[config.mk]
export PLATFORM = sky130hd
export DESIGN_NAME = kntab_cell
export DESIGN_NICKNAME = d
export VERILOG_FILES = /design/src/sv/kntab_pkg.sv /design/src/sv/kntab_cell.sv
export SDC_FILE = /design/constraint.sdc
export NUM_CORES = 1
export LEC_CHECK = 0
export BUFFER_PORTS_ARGS = -buffer_cell sky130_fd_sc_hd__buf_2
export CAP_MARGIN = 20
export CORE_AREA = 2 2 211 213
export CTS_CLUSTER_DIAMETER = 100
export CTS_CLUSTER_SIZE = 28
export DETAILED_ROUTE_END_ITERATION = 8
export DIE_AREA = 0 0 213 215
export PLACE_DENSITY = 0.49
export SYNTH_ARGS = -nofsm -noshare
export SYNTH_HDL_FRONTEND = slang
export SYNTH_SLANG_ARGS = --single-unit
[constraint.sdc]
create_clock -name clk -period 7.86 [get_ports clk]
set_input_delay 0.393 -clock clk [delete_from_list [all_inputs] [get_ports clk]]
set_output_delay 0.393 -clock clk [all_outputs]
set_load 0.01 [all_outputs]
[src/sv/kntab_pkg.sv]
`timescale 1ns / 1ps
// ----------------------------------------------------------------------------
// kntab_pkg
// Shared types and codes of the keyed node table.
// ----------------------------------------------------------------------------
package kntab_pkg;

	localparam int KEY_W     = 48;
	localparam int LAYER_W   = 6;
	localparam int VER_W     = 64;
	localparam int MODE_W    = 2;
	localparam int STATUS_W  = 3;
	localparam int COUNT_O_W = 7;
	localparam int INDEX_O_W = 6;

	localparam logic [MODE_W-1:0] MODE_UPSERT = 2'd0;
	localparam logic [MODE_W-1:0] MODE_REMOVE = 2'd1;
	localparam logic [MODE_W-1:0] MODE_CLEAR  = 2'd2;

	localparam logic [STATUS_W-1:0] ST_ADDED     = 3'd0;
	localparam logic [STATUS_W-1:0] ST_UPDATED   = 3'd1;
	localparam logic [STATUS_W-1:0] ST_UNCHANGED = 3'd2;
	localparam logic [STATUS_W-1:0] ST_FULL      = 3'd3;
	localparam logic [STATUS_W-1:0] ST_REMOVED   = 3'd4;
	localparam logic [STATUS_W-1:0] ST_NOTFOUND  = 3'd5;
	localparam logic [STATUS_W-1:0] ST_CLEARED   = 3'd6;

	typedef struct packed {
		logic [KEY_W-1:0]   key;
		logic [KEY_W-1:0]   parent;
		logic [LAYER_W-1:0] layer;
		logic [VER_W-1:0]   version;
	} entry_t;

	// flags carried by the search wave from cell to cell
	typedef struct packed {
		logic removed;
		logic found;
		logic differs;
	} flags_t;

endpackage

[src/sv/kntab_cell.sv]
`timescale 1ns / 1ps
// ----------------------------------------------------------------------------
// kntab_cell
// One table slot: holds an entry, compares it against the current word as the
// search wave passes, and takes its right neighbor's entry when compacting.
// ----------------------------------------------------------------------------
module kntab_cell #(
	parameter int IDX = 0,
	parameter int IW  = 6,
	parameter int CW  = 7
) (
	input  logic              clk,
	input  logic              arst_n,
	input  logic              tok_in,
	input  kntab_pkg::flags_t flags_in,
	input  logic [IW-1:0]     first_in,
	input  logic [IW-1:0]     slot_in,
	input  logic [CW-1:0]     count,
	input  kntab_pkg::entry_t item,
	input  logic              is_remove,
	input  logic              wr_en,
	input  logic [IW-1:0]     wr_idx,
	input  kntab_pkg::entry_t next_ent,
	output logic              tok_out,
	output kntab_pkg::flags_t flags_out,
	output logic [IW-1:0]     first_out,
	output logic [IW-1:0]     slot_out,
	output kntab_pkg::entry_t ent
);

	kntab_pkg::entry_t ent_q;
	kntab_pkg::flags_t flags_d;
	kntab_pkg::flags_t flags_q;
	logic [IW-1:0]     first_d;
	logic [IW-1:0]     first_q;
	logic [IW-1:0]     slot_d;
	logic [IW-1:0]     slot_q;
	logic              tok_q;
	logic              in_use;
	logic              match;
	logic              diff;
	logic              shift;
	logic              wr_hit;

	assign in_use = CW'(IDX) < count;
	assign match  = in_use && (ent_q.key == item.key);
	assign diff   = (ent_q.parent != item.parent) || (ent_q.layer != item.layer) ||
		(ent_q.version != item.version);
	// an earlier or local match pulls the neighbor's entry down one slot
	assign shift  = tok_in && is_remove && in_use && (flags_in.removed || match);
	assign wr_hit = wr_en && (wr_idx == IW'(IDX));

	always_comb begin
		flags_d = flags_in;
		first_d = first_in;
		slot_d  = slot_in;
		flags_d.found   = flags_in.found | match;
		flags_d.removed = flags_in.removed | match;
		if (match && diff) begin
			flags_d.differs = 1'b1;
			slot_d          = IW'(IDX);
		end
		if (match && !flags_in.removed) begin
			first_d = IW'(IDX);
		end
	end

	always_ff @(posedge clk or negedge arst_n) begin
		if (!arst_n) begin
			tok_q   <= 1'b0;
			flags_q <= '0;
		end else begin
			tok_q   <= tok_in;
			flags_q <= flags_d;
		end
	end

	always_ff @(posedge clk) begin
		first_q <= first_d;
		slot_q  <= slot_d;
		if (wr_hit) begin
			ent_q <= item;
		end else if (shift) begin
			ent_q <= next_ent;
		end
	end

	assign tok_out   = tok_q;
	assign flags_out = flags_q;
	assign first_out = first_q;
	assign slot_out  = slot_q;
	assign ent       = ent_q;

endmodule
==> qor.csv, run 1 <==
metric,value,unit
io_pins,547,
grt_max_degree,167,
portBuffers,546,
yosys.area.top_type,edfxtp_1,
grt_overflow,0,
vias,8630,
drtIter0Drc,421,
die_w,213,um
clkSinkCount,182,
avgSynthCellArea,9.68,um^2
fp-row-count,77,
rsz0062_at_grt,false,
grt_use_total,0.161,
synth_top_area_share,0.535,
skew,0.0130,ns
place_hpwl,30.3,mm
ys.flop_type,edfxtp_1,
place_ws,4.10,ns
crit_required,7.94,ns
setup_viol,0,
maxSlewViolCount,0,
tns,0,ns
yosysMostFrequentCell,nand2_1,
min_path_cells,1,
place_area,0.0127,mm^2
finalNetCount,1862,
syn_area,0.00931,mm^2
tritoncts,built,
grt_pass1_vias,8831,
ys_seq_elements,182,
initial_core_util,0.213,
r2r_cells,7,
synth.area.top_cells,"edfxtp_1 (54%), nand2_1 (20%), xor2_1 (7.9%), xnor2_1 (7.7%), dfxtp_1 (2.6%)",
antenna_found_initial,4,
hold_viol,0,
avgRoutedWirePerCell,18.0,um
drt_first_pass_iters,5,
insertion_delay,0.46,ns
place_congestion,0.826,
synthArstFlopShare,0.0220,
clockBufferDepth,2,
vias_per_cell,4.10,
cts_resized,0,
antenna_left,0,
drive_gt1_frac,0.389,
p_per_area,179,mW/mm^2
cap_viol_max_count,0,
synth_edf_count,166,
yosys_warnings,0,
netlist-cell-type-count,23,
min_path_type,input pin to flop,
layout_setup_ws,4.17,ns
grt_pass1_wl,53.8,mm
tightest_slew,1.05,ns
clk_pin_slew,0.07,ns
root_buffer,clkbuf_16,
max_slew_margin,0.301,
arrival,3.77,ns
timing_worst_setup_path_type,flop to flop,
synth_cells,962,
ir_drop,0.151,mV
die_y,215,um
drc,0,
post-route-period-util,0.469,
syn_to_final_growth,43.0,%
max_freq,271,MHz
die_area,0.0458,mm^2
fin_hold_ws,0.0660,ns
ys_seq_area_frac,0.572,
synth_nets,1327,
htreeDepth,4,
stdcell_area,0.0133,mm^2
critPathCaptureType,flop,
crit_fanout,166,
cts_buffers,17,
fin_crit,3.69,ns
worstSetupStartpointType,flop,
synth_common_cells,"nand2_1 (500), edfxtp_1 (166), xor2_1 (84), xnor2_1 (82), clkbuf_1 (28)",
status,"complete, no violations",
fp.coreArea,0.0436,mm^2
wirelength,37.9,mm
leakage,6.15,nW
layer usage:
layer,GRT usage,vias to the layer above,wire (um)
met5,0,-,13
met4,0.0503,2,656
met3,0.0528,28,3090
met2,0.282,372,18900
met1,0.184,3994,15200
li1,-,4234,-
final cells by class:
type                            instances  area (um^2)
Clock buffer                           23          520
Sequential cell                       182         5330
Tap cell                              592          741
Inverter                                1         8.76
Antenna cell                            2         5.00
Multi-Input combinational cell        743         3860
Clock inverter                          9         58.8
Timing Repair Buffer                  552         2790
Fill cell                            4755        30300
worst max-delay path: stages (launching register included):
cell      delay (ns)
edfxtp_1        0.40
xor2_1          0.19
nor4_1          0.45
nand4_1         0.26
nor4_2          0.67
or2_1           0.23
a41o_4          0.23
buf_12          0.59
placed cells by master (no fill, tap or decap), drive strengths merged:
master / Yosys / layout
buf: 8 / 551
nand2: 500 / 500
edfxtp: 166 / 166
xor2: 84 / 84
xnor2: 82 / 82
nor4: 29 / 29
nand4: 26 / 26
clkbuf: 28 / 23
dfxtp: 12 / 12
nor2b: 6 / 6
and2: 6 / 6
inv: 1 / 6
dfrtp: 4 / 4
clkinv: 0 / 4
diode: 0 / 2
or2: 2 / 2
nand3: 2 / 2
nor2: 1 / 1
nor3: 1 / 1
a41o: 1 / 1
o41ai: 1 / 1
nand2b: 1 / 1
and2b: 1 / 1
dlygate4sd3: 0 / 1
repair_timing:
item / CTS / global route
hold buffers: 1 / 0
endpoints found under the hold margin: 4 / 0
setup buffers: 0 / 0
setup endpoints to repair: 0 / 0
report_power, final:
| part | internal (mW) | total (mW) | switching (mW) |
|---|---|---|---|
| Clock | 0.469 | 0.872 | 0.403 |
| Combinational | 0.166 | 0.359 | 0.193 |
| Sequential | 1.12 | 1.15 | 0.0346 |
flip-flops by register name (all words and copies together), names as in the netlist:
register / cells
flags_out: 3
ent: 166
slot_out: 6
tok_out: 1
first_out: 6
logic make-up after synthesis:
group | share of synthesized area
flip-flops | 0.572
XOR/XNOR | 0.156
AND/OR/NAND/NOR | 0.253
buffers and inverters | 0.0160
AO/OA/AOI/OAI | 0.00282
through the flow:
| stage | cells | total power, mW | util |
|---|---|---|---|
| finish | 2104 | 2.38 | 0.305 |
| CTS | 2102 | 2.42 | 0.305 |
| global placement | 2069 | 1.54 | 0.291 |
| floorplan | 962 | 1.32 | - |
| global route | 2104 | 2.49 | 0.305 |
| detailed placement | 2069 | 1.54 | 0.291 |
worst paths after layout:
kind | start | slack (ns) | end
worst max-delay path | ent[155]$_DFFE_PP_ | 4.17 | ent[7]$_DFFE_PP_
worst min-delay path | tok_in | 0.07 | tok_out$_DFF_PN0_
worst max register to register | ent[155]$_DFFE_PP_ | 4.17 | ent[7]$_DFFE_PP_
worst min register to register | ent[63]$_DFFE_PP_ | 0.97 | flags_out[0]$_DFF_PN0_
max in group asynchronous | arst_n | 7.43 | flags_out[1]$_DFF_PN0_
min in group asynchronous | arst_n | 0.28 | flags_out[2]$_DFF_PN0_
(Power assumes the default switching activity.)
==> inputs of run 2 (changes only) <==
--- a/config.mk
+++ b/config.mk
@@ -5,14 +5,15 @@
 export SDC_FILE = /design/constraint.sdc
 export NUM_CORES = 1
 export LEC_CHECK = 0
+export ABC_AREA = 1
 export BUFFER_PORTS_ARGS = -buffer_cell sky130_fd_sc_hd__buf_2
 export CAP_MARGIN = 20
-export CORE_AREA = 2 2 211 213
+export CORE_AREA = 2 2 212 214
 export CTS_CLUSTER_DIAMETER = 100
 export CTS_CLUSTER_SIZE = 28
 export DETAILED_ROUTE_END_ITERATION = 8
-export DIE_AREA = 0 0 213 215
-export PLACE_DENSITY = 0.49
+export DIE_AREA = 0 0 214 216
+export PLACE_DENSITY = 0.52
 export SYNTH_ARGS = -nofsm -noshare
 export SYNTH_HDL_FRONTEND = slang
 export SYNTH_SLANG_ARGS = --single-unit
==> constraint.sdc (replaced) <==
create_clock -name clk -period 3.2 [get_ports clk]
set_input_delay 0.16 -clock clk [delete_from_list [all_inputs] [get_ports clk]]
set_output_delay 0.16 -clock clk [all_outputs]
set_load 0.01 [all_outputs]
==> run 2 against run 1 <==
Effect of this change: final cell count grew 14%; first-iteration DRC count shrank 3.6%; global-route usage grew 1.2 points; maximum frequency grew 49%; via count grew 14%; cell area grew 30%; sequential share of layout area shrank 9.3 points; clock power grew to 2.5 times the previous value; combinational power grew to 3.6 times the previous value; register-to-register slack lost 3.5 ns; critical endpoint is now ent[78]$_DFFE_PP_; largest power group unchanged.
==> qor.csv, run 2 <==
metric,value,unit
power,6.32,mW
grt_use_total,0.173,
synth_common_cells,"nand2_1 (208), edfxtp_1 (166), xnor2_1 (103), mux2_1 (76), inv_1 (73)",
final_util,0.396,
drive_gt1_frac,0.363,
io_pins,547,
tns,0,ns
ys_seq_area_frac,0.541,
antenna_found_initial,8,
slowest_stage,edfxtp_1,
place_congestion,0.928,
avgSynthCellArea,11.1,um^2
portBuffers,546,
yosys.area.top_type,edfxtp_1,
cpPeakStageDelay,0.41,ns
crit_fanout,38,
rsz0062_at_grt,false,
syn_area,0.00984,mm^2
synth_edf_count,166,
grt_overflow,0,
layout_commonest_cell,buf_2,
largest_register_ffs,166,
place_hpwl,29.7,mm
tritoncts,built,
die_w,214,um
crit_required,3.38,ns
initial_core_util,0.225,
status,"complete, no violations",
maxSlewViolCount,0,
vias,9854,
cap_viol_max_count,0,
cts_buffers,17,
clockBufferDepth,2,
arrival,2.67,ns
post-route-period-util,0.776,
yosys_warnings,0,
tightest_slew,0.521,ns
fp.coreArea,0.0438,mm^2
clk_pin_slew,0.07,ns
grt_pass1_vias,10600,
synth.area.top_cells,"edfxtp_1 (51%), xnor2_1 (9.2%), mux2_1 (8.7%), nand2_1 (7.9%), mux2_2 (6.9%)",
layout_setup_ws,0.718,ns
vias_per_cell,4.12,
fp-row-count,77,
htreeDepth,4,
path_cells,xnor2_1 > nand2_1 > nor2_1 > inv_1 > nor2_1 > nand2_1 > nor2_1 > nand2_1 > nand2_1 > nand2_1 > nand2_8 > buf_4,
synthArstFlopShare,0.0220,
die_y,216,um
min_path_type,input pin to flop,
drc,0,
synth_nets,1252,
hold_viol,0,
wirelength,40.6,mm
fin_crit,2.48,ns
timing_worst_setup_path_type,flop to flop,
max_freq,403,MHz
critPathCaptureType,flop,
yosysMostFrequentCell,nand2_1,
avgRoutedWirePerCell,17.0,um
grt_pass1_wl,59.9,mm
skew,0.0112,ns
place_ws,0.657,ns
ys_seq_elements,182,
max_slew_margin,0.652,
finalNetCount,2145,
root_buffer,clkbuf_16,
p_per_area,364,mW/mm^2
antenna_left,0,
ff2ff_setup_slack,0.72,ns
setup_viol,0,
grt_max_degree,90,
ys.flop_type,edfxtp_1,
mostFrequentLayoutCells,"buf_2 (546), dlygate4sd3_1 (339), nand2_1 (207)",
insertion_delay,0.48,ns
synth_cells,887,
worstSetupStartpointType,flop,
die_area,0.0462,mm^2
critPathMostFrequentCell,nand2_1,
ir_drop,0.330,mV
synth_top_area_share,0.506,
drtIter0Drc,406,
netlist-cell-type-count,27,
leakage,7.62,nW
syn_to_final_growth,76.3,%
clkSinkCount,182,
drt_first_pass_iters,4,
[run 2: cell types whose count changed after synthesis, moves of 21 or more]
cell      delta
nand4_1     -24
inv_1       +73
xor2_1      -50
nand2_1    -292
o21ai_1     +30
clkbuf_1    -25
xnor2_1     +21
mux2_2      +60
nor4_1      -27
mux2_1      +76
nor2_1      +70
[run 2: cell families after synthesis]
group,synth area share
multiplexers,0.156
AO/OA/AOI/OAI,0.0203
XOR/XNOR,0.122
AND/OR/NAND/NOR,0.118
buffers and inverters,0.0431
flip-flops,0.541
[run 2: final cells by class]
class | instances | area (um^2)
sequential | 182 | 5330
timing repair buffer | 895 | 6280
tap | 592 | 741
fill | 4291 | 26500
multi-input combinational | 611 | 4120
clock inverter | 4 | 26.3
inverter | 73 | 274
clock buffer | 28 | 571
antenna | 8 | 20.0
[run 2: critical path, delay by kind of cell, from the launching register on]
family        cells  cell delay, ns
xor+xnor          1            0.16
flops             1            0.41
simple gates      9            1.21
buf+inv           2            0.38
[run 2: timing repair]
action / CTS / global route
buffers inserted: 0 / 0
endpoints found under the setup margin: 0 / 0
hold endpoints to repair: 186 / 0
hold buffers: 339 / 0
resized for setup: 0 / 0
[run 2: through the flow]
stage          area (um^2)  instances  hold slack [ns]
3_5_place_dp         13300       2014           0.0159
4_1_cts              17300       2385          0.00195
5_1_grt              17300       2389           0.0451
6_report             17400       2393           0.0528
3_3_place_gp         13300       2014           0.0178
2_1_floorplan         9850        887           -0.136
[run 2: where the power goes]
group          internal (mW)  switching (mW)
Combinational          0.737           0.540
Clock                   1.22           0.997
Sequential              2.74          0.0833
[run 2: final timing paths]
check	start	to	cells past startpoint
min reg2reg	ent[126]$_DFFE_PP_	flags_out[2]$_DFF_PN0_	7
max in group asynchronous	arst_n	flags_out[0]$_DFF_PN0_	4
max	ent[143]$_DFFE_PP_	ent[78]$_DFFE_PP_	12
min in group asynchronous	arst_n	tok_out$_DFF_PN0_	3
min	item[81]	ent[81]$_DFFE_PP_	3
max reg2reg	ent[143]$_DFFE_PP_	ent[78]$_DFFE_PP_	12
[run 2: routing by layer]
layer / share of wire / GRT usage / vias up
met5: 0.00064 / 0 / -
met4: 0.033 / 0.0818 / 4
met3: 0.078 / 0.0565 / 73
met2: 0.51 / 0.322 / 437
met1: 0.37 / 0.175 / 4580
li1: - / - / 4760
